### src/record_lock_set_table_defines.svh
// Assertion macros for the record lock set table.
// Used by the RTL files that carry concurrent checks; expects clk and arst_n in scope.
`ifndef RECORD_LOCK_SET_TABLE_DEFINES_SVH
`define RECORD_LOCK_SET_TABLE_DEFINES_SVH
`ifndef SYNTHESIS
`define RLST_ASSERT(lbl, prop, msg) \
	lbl: assert property (@(posedge clk) disable iff (!arst_n) (prop)) else $error(msg);
`define RLST_ASSERT_IMPL(lbl, ante, cons, msg) \
	lbl: assert property (@(posedge clk) disable iff (!arst_n) (ante) |-> (cons)) else $error(msg);
`else
`define RLST_ASSERT(lbl, prop, msg)
`define RLST_ASSERT_IMPL(lbl, ante, cons, msg)
`endif
`endif

### src/rlst_pkg.sv
// Shared types and codes for the record lock set table.
// No dependencies.
`timescale 1ns / 1ps
package rlst_pkg;

	localparam int KIND_W   = 3;
	localparam int REC_W    = 32;
	localparam int STATUS_W = 3;

	localparam logic [KIND_W-1:0] KIND_ADD   = 3'd0;
	localparam logic [KIND_W-1:0] KIND_DEL   = 3'd1;
	localparam logic [KIND_W-1:0] KIND_QUERY = 3'd2;
	localparam logic [KIND_W-1:0] KIND_CLEAR = 3'd3;
	localparam logic [KIND_W-1:0] KIND_FIRST = 3'd4;
	localparam logic [KIND_W-1:0] KIND_NEXT  = 3'd5;

	localparam logic [STATUS_W-1:0] ST_DONE     = 3'd0;
	localparam logic [STATUS_W-1:0] ST_PRESENT  = 3'd1;
	localparam logic [STATUS_W-1:0] ST_NOTFOUND = 3'd2;
	localparam logic [STATUS_W-1:0] ST_FULL     = 3'd3;
	localparam logic [STATUS_W-1:0] ST_ZERO     = 3'd4;
	localparam logic [STATUS_W-1:0] ST_END      = 3'd5;

	// control broadcast to every cell of the ring
	typedef struct packed {
		logic shift;
		logic clear;
	} cell_ctl_t;

endpackage

### src/rlst_if.sv
// Valid/ready channel interfaces for requests and responses.
// Depends on rlst_pkg for field widths.
`timescale 1ns / 1ps
interface rlst_req_if;
	logic                       valid;
	logic                       ready;
	logic [rlst_pkg::KIND_W-1:0] kind;
	logic [rlst_pkg::REC_W-1:0]  record;

	modport source (output valid, output kind, output record, input ready);
	modport sink   (input valid, input kind, input record, output ready);
endinterface

interface rlst_rsp_if;
	logic                         valid;
	logic                         ready;
	logic                         ok;
	logic [rlst_pkg::STATUS_W-1:0] status;
	logic [rlst_pkg::REC_W-1:0]    record_out;

	modport source (output valid, output ok, output status, output record_out, input ready);
	modport sink   (input valid, input ok, input status, input record_out, output ready);
endinterface

### src/record_lock_set_table.sv
// Top level of the record lock set table: sequencer plus a ring of slot cells.
// Depends on rlst_pkg, rlst_if, rlst_cell and record_lock_set_table_defines.svh.
//
//  channel | dir | signals                          | transfer when
//  req     | in  | valid ready kind record          | valid && ready
//  rsp     | out | valid ready ok status record_out | valid && ready
//
// Add, delete, query, first and next: the request is taken in S_IDLE, the ring
// rotates once through every slot in S_SCAN and S_HOLD loads the result; an add
// that inserts rotates a second time in S_WRITE. Clear, unused kinds and zero
// records of add, delete or query skip the rotation. Reset empties all slots at once.
// A new request is taken as soon as the previous result sits in the output
// register; a stalled rsp holds the sequencer only once the next result is ready.
`timescale 1ns / 1ps
`include "record_lock_set_table_defines.svh"
module record_lock_set_table #(
	parameter int CAPACITY = 64
) (
	input  logic       clk,
	input  logic       arst_n,
	rlst_req_if.sink   req,
	rlst_rsp_if.source rsp
);

	localparam int IW = $clog2(CAPACITY);
	localparam int CW = $clog2(CAPACITY + 1);
	localparam int RW = rlst_pkg::REC_W;

	typedef enum logic [1:0] {S_IDLE, S_SCAN, S_WRITE, S_HOLD} state_t;

	state_t                          state_q;
	logic [IW-1:0]                   cnt_q;
	logic [CW-1:0]                   cursor_q;
	logic [rlst_pkg::KIND_W-1:0]     kind_q;
	logic [RW-1:0]                   rec_q;
	logic                            hit_q, free_seen_q, walk_found_q;
	logic [IW-1:0]                   free_idx_q, walk_idx_q;
	logic [RW-1:0]                   walk_rec_q;
	logic                            res_ok_q;
	logic [rlst_pkg::STATUS_W-1:0]   res_status_q;
	logic [RW-1:0]                   res_rec_q;
	logic                            rsp_valid_q, rsp_ok_q;
	logic [rlst_pkg::STATUS_W-1:0]   rsp_status_q;
	logic [RW-1:0]                   rsp_rec_q;

	rlst_pkg::cell_ctl_t ctl;
	logic [RW-1:0]       slot_val [CAPACITY];
	logic [RW-1:0]       head, head_wr;
	logic                cnt_last;
	logic                rsp_load;
	logic                hit_d, free_seen_d, walk_found_d;
	logic [IW-1:0]       free_idx_d, walk_idx_d;
	logic [RW-1:0]       walk_rec_d;

	// ring: cell 0 is the head, its (possibly rewritten) value wraps to the tail
	for (genvar i = 0; i < CAPACITY; i++) begin : g_cell
		logic [RW-1:0] nxt;
		if (i == CAPACITY - 1) begin : g_tail
			assign nxt = head_wr;
		end else begin : g_mid
			assign nxt = slot_val[i+1];
		end
		rlst_cell u_cell (
			.clk    (clk),
			.arst_n (arst_n),
			.ctl    (ctl),
			.nxt    (nxt),
			.value  (slot_val[i])
		);
	end

	assign head     = slot_val[0];
	assign cnt_last = (cnt_q == IW'(CAPACITY - 1));
	assign rsp_load = (state_q == S_HOLD) && (!rsp_valid_q || rsp.ready);

	always_comb begin
		head_wr = head;
		if (state_q == S_SCAN && kind_q == rlst_pkg::KIND_DEL && head == rec_q) begin
			head_wr = '0;
		end else if (state_q == S_WRITE && cnt_q == free_idx_q) begin
			head_wr = rec_q;
		end
	end

	assign ctl.shift = (state_q == S_SCAN) || (state_q == S_WRITE);
	assign ctl.clear = (state_q == S_IDLE) && req.valid && (req.kind == rlst_pkg::KIND_CLEAR);

	// scan flags including the slot now at the head
	always_comb begin
		hit_d        = hit_q || (head == rec_q);
		free_seen_d  = free_seen_q;
		free_idx_d   = free_idx_q;
		walk_found_d = walk_found_q;
		walk_idx_d   = walk_idx_q;
		walk_rec_d   = walk_rec_q;
		if (!free_seen_q && head == '0) begin
			free_seen_d = 1'b1;
			free_idx_d  = cnt_q;
		end
		if (!walk_found_q && head != '0 && CW'(cnt_q) >= cursor_q) begin
			walk_found_d = 1'b1;
			walk_idx_d   = cnt_q;
			walk_rec_d   = head;
		end
	end

	always_ff @(posedge clk or negedge arst_n) begin
		if (!arst_n) begin
			state_q      <= S_IDLE;
			cnt_q        <= '0;
			cursor_q     <= CW'(CAPACITY);
			kind_q       <= '0;
			rec_q        <= '0;
			hit_q        <= 1'b0;
			free_seen_q  <= 1'b0;
			walk_found_q <= 1'b0;
			free_idx_q   <= '0;
			walk_idx_q   <= '0;
			walk_rec_q   <= '0;
			res_ok_q     <= 1'b0;
			res_status_q <= rlst_pkg::ST_DONE;
			res_rec_q    <= '0;
			rsp_valid_q  <= 1'b0;
			rsp_ok_q     <= 1'b0;
			rsp_status_q <= rlst_pkg::ST_DONE;
			rsp_rec_q    <= '0;
		end else begin
			if (rsp_load) begin
				rsp_valid_q <= 1'b1;
			end else if (rsp.ready) begin
				rsp_valid_q <= 1'b0;
			end
			unique case (state_q)
				S_IDLE: begin
					if (req.valid) begin
						kind_q       <= req.kind;
						rec_q        <= req.record;
						cnt_q        <= '0;
						hit_q        <= 1'b0;
						free_seen_q  <= 1'b0;
						walk_found_q <= 1'b0;
						res_ok_q     <= 1'b0;
						res_status_q <= rlst_pkg::ST_DONE;
						res_rec_q    <= '0;
						unique case (req.kind)
							rlst_pkg::KIND_ADD, rlst_pkg::KIND_DEL: begin
								cursor_q <= CW'(CAPACITY);
								if (req.record == '0) begin
									res_status_q <= rlst_pkg::ST_ZERO;
									state_q      <= S_HOLD;
								end else begin
									state_q <= S_SCAN;
								end
							end
							rlst_pkg::KIND_QUERY: begin
								if (req.record == '0) begin
									res_status_q <= rlst_pkg::ST_ZERO;
									state_q      <= S_HOLD;
								end else begin
									state_q <= S_SCAN;
								end
							end
							rlst_pkg::KIND_CLEAR: begin
								cursor_q <= CW'(CAPACITY);
								res_ok_q <= 1'b1;
								state_q  <= S_HOLD;
							end
							rlst_pkg::KIND_FIRST: begin
								cursor_q <= '0;
								state_q  <= S_SCAN;
							end
							rlst_pkg::KIND_NEXT: begin
								state_q <= S_SCAN;
							end
							default: begin
								state_q <= S_HOLD;
							end
						endcase
					end
				end
				S_SCAN: begin
					cnt_q        <= cnt_last ? '0 : cnt_q + IW'(1);
					hit_q        <= hit_d;
					free_seen_q  <= free_seen_d;
					free_idx_q   <= free_idx_d;
					walk_found_q <= walk_found_d;
					walk_idx_q   <= walk_idx_d;
					walk_rec_q   <= walk_rec_d;
					if (cnt_last) begin
						state_q <= S_HOLD;
						unique case (kind_q)
							rlst_pkg::KIND_ADD: begin
								if (hit_d) begin
									res_status_q <= rlst_pkg::ST_PRESENT;
								end else if (!free_seen_d) begin
									res_status_q <= rlst_pkg::ST_FULL;
								end else begin
									res_ok_q <= 1'b1;
									state_q  <= S_WRITE;
								end
							end
							rlst_pkg::KIND_DEL, rlst_pkg::KIND_QUERY: begin
								res_ok_q     <= hit_d;
								res_status_q <= hit_d ? rlst_pkg::ST_DONE : rlst_pkg::ST_NOTFOUND;
							end
							rlst_pkg::KIND_FIRST, rlst_pkg::KIND_NEXT: begin
								if (walk_found_d) begin
									res_ok_q  <= 1'b1;
									res_rec_q <= walk_rec_d;
									cursor_q  <= CW'(walk_idx_d) + CW'(1);
								end else begin
									res_status_q <= rlst_pkg::ST_END;
									cursor_q     <= CW'(CAPACITY);
								end
							end
							default: begin
							end
						endcase
					end
				end
				S_WRITE: begin
					cnt_q <= cnt_last ? '0 : cnt_q + IW'(1);
					if (cnt_last) begin
						state_q <= S_HOLD;
					end
				end
				S_HOLD: begin
					if (rsp_load) begin
						rsp_ok_q     <= res_ok_q;
						rsp_status_q <= res_status_q;
						rsp_rec_q    <= res_rec_q;
						state_q      <= S_IDLE;
					end
				end
				default: begin
					state_q <= S_IDLE;
				end
			endcase
		end
	end

	assign req.ready      = (state_q == S_IDLE);
	assign rsp.valid      = rsp_valid_q;
	assign rsp.ok         = rsp_ok_q;
	assign rsp.status     = rsp_status_q;
	assign rsp.record_out = rsp_rec_q;

	`RLST_ASSERT(a_cursor_range, cursor_q <= CW'(CAPACITY), "walk cursor beyond end position")
	`RLST_ASSERT_IMPL(a_aligned_on_accept, req.valid && req.ready, cnt_q == '0, "ring not aligned at request transfer")
	`RLST_ASSERT_IMPL(a_write_only_add, state_q == S_WRITE, free_seen_q && kind_q == rlst_pkg::KIND_ADD, "insert pass without free slot")
	`RLST_ASSERT_IMPL(a_ok_means_done, rsp.valid && rsp.ok, rsp.status == rlst_pkg::ST_DONE, "ok with error status")
	`RLST_ASSERT_IMPL(a_rec_means_ok, rsp.valid && rsp.record_out != '0, rsp.ok, "record returned without ok")

endmodule

### src/rlst_cell.sv
// One slot of the rotating ring: holds a record and passes it to its neighbor on shift.
// Depends on rlst_pkg.
`timescale 1ns / 1ps
module rlst_cell (
	input  logic                       clk,
	input  logic                       arst_n,
	input  rlst_pkg::cell_ctl_t        ctl,
	input  logic [rlst_pkg::REC_W-1:0] nxt,
	output logic [rlst_pkg::REC_W-1:0] value
);

	logic [rlst_pkg::REC_W-1:0] slot_q;

	always_ff @(posedge clk or negedge arst_n) begin
		if (!arst_n) begin
			slot_q <= '0;
		end else if (ctl.clear) begin
			slot_q <= '0;
		end else if (ctl.shift) begin
			slot_q <= nxt;
		end
	end

	assign value = slot_q;

endmodule
### src/flat_wrapper.sv
// flat-port wrapper written by rule: the top's interface ports become plain ports
module record_lock_set_table_flat 
#(
	parameter int CAPACITY = 64
)
  (clk, arst_n, req_valid, req_kind, req_record, req_ready, rsp_valid, rsp_ok, rsp_status, rsp_record_out, rsp_ready);
  rlst_req_if req_i ();
  rlst_rsp_if rsp_i ();
  input  logic clk;
  input  logic arst_n;
  input wire logic [$bits(req_i.valid)-1:0] req_valid;
  input wire logic [$bits(req_i.kind)-1:0] req_kind;
  input wire logic [$bits(req_i.record)-1:0] req_record;
  output wire logic [$bits(req_i.ready)-1:0] req_ready;
  output wire logic [$bits(rsp_i.valid)-1:0] rsp_valid;
  output wire logic [$bits(rsp_i.ok)-1:0] rsp_ok;
  output wire logic [$bits(rsp_i.status)-1:0] rsp_status;
  output wire logic [$bits(rsp_i.record_out)-1:0] rsp_record_out;
  input wire logic [$bits(rsp_i.ready)-1:0] rsp_ready;
  assign req_i.valid = req_valid;
  assign req_i.kind = req_kind;
  assign req_i.record = req_record;
  assign req_ready = req_i.ready;
  assign rsp_valid = rsp_i.valid;
  assign rsp_ok = rsp_i.ok;
  assign rsp_status = rsp_i.status;
  assign rsp_record_out = rsp_i.record_out;
  assign rsp_i.ready = rsp_ready;
  record_lock_set_table #(.CAPACITY(CAPACITY)) u_core (.clk(clk), .arst_n(arst_n), .req(req_i), .rsp(rsp_i));
endmodule
### config.mk
export PLATFORM = sky130hd
export DESIGN_NAME = record_lock_set_table_flat
export DESIGN_NICKNAME = d
export VERILOG_FILES = /design/src/rlst_pkg.sv /design/src/rlst_if.sv /design/src/record_lock_set_table.sv /design/src/rlst_cell.sv /design/src/flat_wrapper.sv
export VERILOG_INCLUDE_DIRS = /design/src /design/src/src
export SDC_FILE = /design/constraint.sdc
export NUM_CORES = 2
export LEC_CHECK = 0
export BUFFER_PORTS_ARGS = -buffer_cell sky130_fd_sc_hd__buf_2
export CORE_ASPECT_RATIO = 0.9
export CORE_MARGIN = 4
export CORE_UTILIZATION = 62
export DETAILED_ROUTE_END_ITERATION = 10
export PLACE_DENSITY = 0.78
export SETUP_SLACK_MARGIN = 0.02
export SYNTH_ARGS = -nofsm -noshare
export SYNTH_HDL_FRONTEND = slang
export SYNTH_SLANG_ARGS = --single-unit
### constraint.sdc
create_clock -name clk -period 3.8 [get_ports clk]
set_input_delay 0.19 -clock clk [delete_from_list [all_inputs] [get_ports clk]]
set_output_delay 0.19 -clock clk [all_outputs]
set_load 0.02 [all_outputs]
======== After elaboration in Yosys (flattened, before gate mapping) ========
Cells that the tools add are included.
word-level totals
  register bits ........................... 2,218
  output and inout port bits .............. 38
operators by class
  reduce and logical (&&, ||, !) cells .... 41
  equality and inequality tests ........... 28
  magnitude comparators ................... 1
  multiplexer cells ....................... 182
  add/sub/neg operators ................... 2
operators with widths
  cell                  count
  $mux W32              135
  $logic_not A32 Y1     2
  $pmux W32 S2          1
  $eq A32 B32 Y1        1
  $reduce_bool A32 Y1   1
  $mux W7               4
  $pmux W7 S2           2
  $mux W3               7
  $mux W6               3
  $mux W2               8
  $eq A3 B3 Y1 const B  4
  $mux W1               12
  $pmux W6 S2           1
  $reduce_and A2 Y1     5
  $reduce_and A5 Y1     2
  $eq A3 B2 Y1 const B  3
  $logic_and A1 B1 Y1   9
  $ne A3 B2 Y1 const B  3
  $pmux W3 S3           1
  $ne A2 B1 Y1 const B  4
  $pmux W1 S2           4
  $pmux W2 S4           1
  $reduce_bool A2 Y1    4
  $reduce_or A2 Y1      4
  23 further kinds      33

======== Logic depth before layout (Yosys ltp) ========
  depth in word-level cells ............... 9
  gate-level depth with buffers ........... 15
  gate-level depth less buffers ........... 14

======== By module ========
A second synthesis with hierarchy kept.
second synthesis, totals
  cells, all modules ...................... 7,376
  area total of the unflattened synthesis .. 93,290.7 um^2
modules (own cells, without submodules)
  module                 sequential area each (um^2)  instances  area an instance (um^2)  cells an instance
  rlst_cell              800.8                        64         1,323.8                  103
  record_lock_set_table  4,255.3                      1          8,569.5                  784

======== Worst setup path after synthesis ========
No wires, ideal clock.
  path kind ............................... reg2reg
  from .................................... register u_core.cnt_q[0]
  to ...................................... register u_core.cursor_q[4]
  clock period less this slack ............ 3,116 ps
  slack ................................... 684 ps
  arrival ................................. 2,995 ps
  data required time ...................... 3,679 ps
  cell stages (with the launch flop) ...... 14
  path through ............................ dfrtp_1 -> inv_1 -> ha_1 -> nand2b_1 -> a2111oi_0 -> o31a_1 -> nor4_4 -> buf_4 -> mux2_2 -> ha_1 -> nand3_1 -> xor2_1 -> a21oi_1 -> a22o_1
between the ends
  cells in the longest elaborated chain, start to end .. 8
  elaborated cells between the ends (all ways) .. 12
ends and longest elaborated chain
  item                      RTL line                      source
  start, declared           record_lock_set_table.sv:32   logic [IW-1:0] cnt_q;
  start signal, assigned    record_lock_set_table.sv:182  cnt_q <= cnt_last ? '0 : cnt_q + IW'(1);
  start signal, assigned    record_lock_set_table.sv:222  cnt_q <= cnt_last ? '0 : cnt_q + IW'(1);
  $ge A6 B7 Y1              record_lock_set_table.sv:100  if (!walk_found_q && head != '0 && CW'(cnt_q) >= cursor_q) begin
  $logic_and A1 B1 Y1       record_lock_set_table.sv:100
  $mux W6                   record_lock_set_table.sv:100
  net u_core.walk_idx_d[1]  record_lock_set_table.sv:52   logic [IW-1:0] free_idx_d, walk_idx_d;
  $add A6 B1 Y7             record_lock_set_table.sv:210  cursor_q <= CW'(walk_idx_d) + CW'(1);
  $mux W7                   record_lock_set_table.sv:207  if (walk_found_d) begin
  $mux W7                   record_lock_set_table.sv:191  unique case (kind_q)
  $mux W7                   record_lock_set_table.sv:189  if (cnt_last) begin
  $pmux W7 S2               record_lock_set_table.sv:133  unique case (state_q)
  end signal, assigned      record_lock_set_table.sv:147  cursor_q <= CW'(CAPACITY);
  end signal, assigned      record_lock_set_table.sv:210
  end signal, assigned      record_lock_set_table.sv:213  cursor_q <= CW'(CAPACITY);
  end, declared             record_lock_set_table.sv:33   logic [CW-1:0] cursor_q;
The timed path passes the listed nets, and every way through them passes these cells. The select of a mux whose other input is x is not followed.
A chain may end at the register's enable or synchronous reset.

======== Worst setup path in the final report ========
  from .................................... register u_core.g_cell[0].u_cell.slot_q (netlist bit u_core.g_cell[0].u_cell.value[23])
  to ...................................... register u_core.cursor_q[5]
between the ends
  cells in the longest elaborated chain, start to end .. 9
  elaborated cells between the ends (all ways) .. 10
ends and longest elaborated chain
  item                                 RTL line                      source
  start, declared                      rlst_cell.sv:12               logic [rlst_pkg::REC_W-1:0] slot_q;
  start signal, assigned               rlst_cell.sv:20               slot_q <= nxt;
  $reduce_bool A32 Y1 *                record_lock_set_table.sv:100
  $logic_and A1 B1 Y1 * (2 in series)  record_lock_set_table.sv:100
  $mux W6                              record_lock_set_table.sv:100
  $add A6 B1 Y7                        record_lock_set_table.sv:210
  $mux W7 *                            record_lock_set_table.sv:207
  $mux W7 *                            record_lock_set_table.sv:191
  $mux W7 *                            record_lock_set_table.sv:189
  $pmux W7 S2 *                        record_lock_set_table.sv:133
Every way passes the cells marked *; elsewhere a longest branch is shown, timed or not. The select of a mux whose other input is x is not followed.

==> impl_metrics.ini <==
[floorplan]
die_x_um = 387
rows = 124
initial_core_util_pct = 62.8
num_io_pins = 77
die_area_um2 = 135000
die_height_um = 349
coreArea_um2 = 128000

[global_route]
antenna_found_initial = 3
grt_overflow_total = 0
grt_start_max_net_pins = 213
grt_first_pass_wirelength_mm = 261
via_count_of_the_first_global_routing_pass = 47200
grt_use_total_pct = 23.3

[synth]
syn-cell-area_um2 = 80200
synth-seq-area-share_pct = 69.2
synth_fp_nets = 5468
post_synth_inst_count = 5417
yosysWarnings = 0
synthMostInstantiatedCell = dfrtp_1
synth_enable_flop_cells = 0
synth_top_area_share_pct = 69.1
post_synth_num_cell_types = 54
ys_async_sr_fraction_pct = 100
syn_avg_cell_area_um2 = 14.8
synth.largest_area_cell = dfrtp_1
synth-seq-cells = 2218
top_cell_types_by_occurrence_after_synthesis = 2,217 x dfrtp_1, 1,891 x a22o_1, 225 x buf_2, 201 x mux2i_1, 191 x clkbuf_1
netlist_top_cells_area = dfrtp_1 69%, a22o_1 21%, mux2i_1 2.5%
ys.flop_type = dfrtp_1

[sta]
timing.final.max_slew_violations = 0
final.period_utilization_pct = 80.0
fin_worst_skew_ns = 0.0293
tightest_slew_ns = 1.16
rsz0062_at_grt = no
fmaxAchievable_ghz = 0.329
slew_headroom_pct = 22.6
layout_min_cycle_time_ns = 3.04
fin_setup_tns_ns = 0
count_of_final_setup_violators = 0
final.hold.worst_slack_ns = 0.0150
final-hold-violation-count = 0

[worst_setup_path]
critPathKind = reg2reg
worstPathRequired_ns = 4.48
cp_data_arrival_time_ns = 3.73
path_max_fanout = 15
end_kind = flip-flop
cp-start-kind = flip-flop

[route]
first_pass_iters = 5
route.antenna.remaining_nets = 0
routed-wl-met2_mm = 71.3
num_vias = 46300
finalWirelength_mm = 156
remaining_routing_drc_violations = 0
wl_per_cell_um = 21.5
wl_met1_mm = 74.7
highest_layer = met5
drt_first_iter_violations = 3740
vias_per_cell = 6.36
met3WireLength_mm = 7.09

[clock_network]
cts_htree_levels = 4
count_of_instances_resized_after_the_clock_tree_is_built = 0
cts_tree = built
cts_sinks = 2218
cts_max_path_buffers = 3
clock-root-buffer = clkbuf_16
tritoncts.num_buffers = 201
clock_pin_slew_on_the_worst_setup_and_hold_paths_ns = 0.07
clk_latency_ns = 0.80

[place]
dpl.hpwl_mm = 87.2
number_of_input_and_output_port_buffers_inserted = 76
routabilityCongestion = 0.820
dp.cells = 6871

[finish]
areaGrowthSynthToFinish_pct = 12.1
layout.cells.non_filler = 7277
drive_gt1_share_pct = 12.6
fillCellCount = 8142
area.sequential_um2 = 55500
multi_input_gate_area_in_the_final_layout_um2 = 22600
fin_nets = 5462

[hold_path]
hold_class = in2async

[power]
total_leakage_power_nw = 44.4
pwr_density_cell_nw_per_um2 = 833
ir_worst_vdd_mv = 1.22

[flow_run]
max_capacitance_violation_count = 0

[outcome]
outcome = completed
## cell usage in the layout (no fill, tap or decap), drive strengths merged, types with 3 or more instances in the layout
master / count
o31ai: 33
buf: 245
clkinv: 50
mux2i: 201
bufinv: 16
xnor2: 38
a21oi: 17
o311ai: 3
inv: 22
ha: 12
dfrtp: 2217
clkbuf: 293
a22o: 1891
nor4: 21
nand2: 81
nand4: 14
mux2: 114
o21a: 3
nand3: 9
o21ai: 49
xor2: 5
nand2b: 5
dlygate4sd3: 38
nor2b: 4
nor2: 155
nor3: 7
## routing by layer
layer / up-vias / global-route usage, %
met1: 24600 / 36.3
met4: 4 / 6.02
met5: - / 0
met2: 896 / 34.6
met3: 247 / 4.41
li1: 20600 / -
## through the flow
step | cell area, µm² | setup WS (ns) | util [%] | power [mW]
4_1_cts | 89900 | 0.798 | 70.4 | 75.3
5_1_grt | 89900 | 0.625 | 70.4 | 79.0
3_5_place_dp | 82700 | 0.819 | 64.7 | 54.2
3_3_place_gp | 82700 | 0.845 | 64.7 | 53.7
2_1_floorplan | 80200 | 0.684 | - | 48.0
6_report | 89900 | 0.759 | 70.4 | 74.9
## sequential cells by signal, summed over array words and instances (netlist names), 2 cells and up
name                        cells
u_core.walk_rec_q              32
u_core.rsp.status               3
u_core.cursor_q                 7
u_core.walk_idx_q               6
u_core.rec_q                   32
u_core.kind_q                   3
u_core.res_rec_q               32
u_core.rsp.record_out          32
u_core.state_q                  2
u_core.res_status_q             3
u_core.g_cell.u_cell.value   2048
u_core.cnt_q                    6
u_core.free_idx_q               6
## what timing repair did
| item | in CTS | in global routing |
|---|---|---|
| hold endpoints to repair | 262 | 0 |
| buffers inserted | 0 | 0 |
| hold buffers | 38 | 0 |
## logic make-up (layout without fill, tap and decap cells)
logic type / after synthesis / count (layout) / share of synthesized area (%)
muxes: 315 / 315 / 4.11
adders and majority gates: 12 / 12 / 0.187
DFF: 2218 / 2218 / 69.2
xor gates and xnor gates: 43 / 43 / 0.469
other: 0 / 1 / 0
buffers and inverters: 508 / 666 / 2.77
AOI/OAI and AO/OA: 2017 / 2017 / 21.6
and+or+nand+nor: 304 / 304 / 1.65
## cell type report
| cell class | instances | area share, % |
|---|---|---|
| sequential | 2218 | 61.7 |
| timing repair buffer | 283 | 3.11 |
| antenna | 1 | 0.00278 |
| multi-input combinational | 2691 | 25.1 |
| clock inverter | 74 | 1.01 |
| clock buffer | 293 | 6.64 |
| tap | 1701 | 2.37 |
| inverter | 16 | 0.0668 |
## worst max-delay path, cell delays in order, from the launching register on
cell	delay, ns
dfrtp_1	0.44
nor4_1	0.54
nand4_1	0.32
nor2_2	0.36
nor4_4	0.08
buf_4	0.22
mux2_2	0.32
or3_1	0.38
a32o_1	0.25
## power breakdown
part	leakage (nW)	internal, mW	switching, mW
Clock	3.42	12.0	8.73
Sequential	30.8	27.5	2.86
Combinational	10.2	7.31	16.5
Total	44.4	46.8	28.1
## path summary, 6_finish.rpt
kind	from	to	slack, ns	depth (start not counted)
max in group asynchronous	arst_n	u_core.g_cell[19].u_cell.value[15]	2.40	3
min reg2reg	u_core.res_rec_q[7]	u_core.res_rec_q[7]	0.48	2
min	arst_n	u_core.g_cell[25].u_cell.value[4]	0.02	2
min in group clk	req_record[29]	u_core.rec_q[29]	0.17	3
max reg2reg	u_core.g_cell[0].u_cell.value[23]	u_core.cursor_q[5]	0.76	8
max	u_core.g_cell[0].u_cell.value[23]	u_core.cursor_q[5]	0.76	8
No activity file was read; power rests on OpenSTA's default activity.
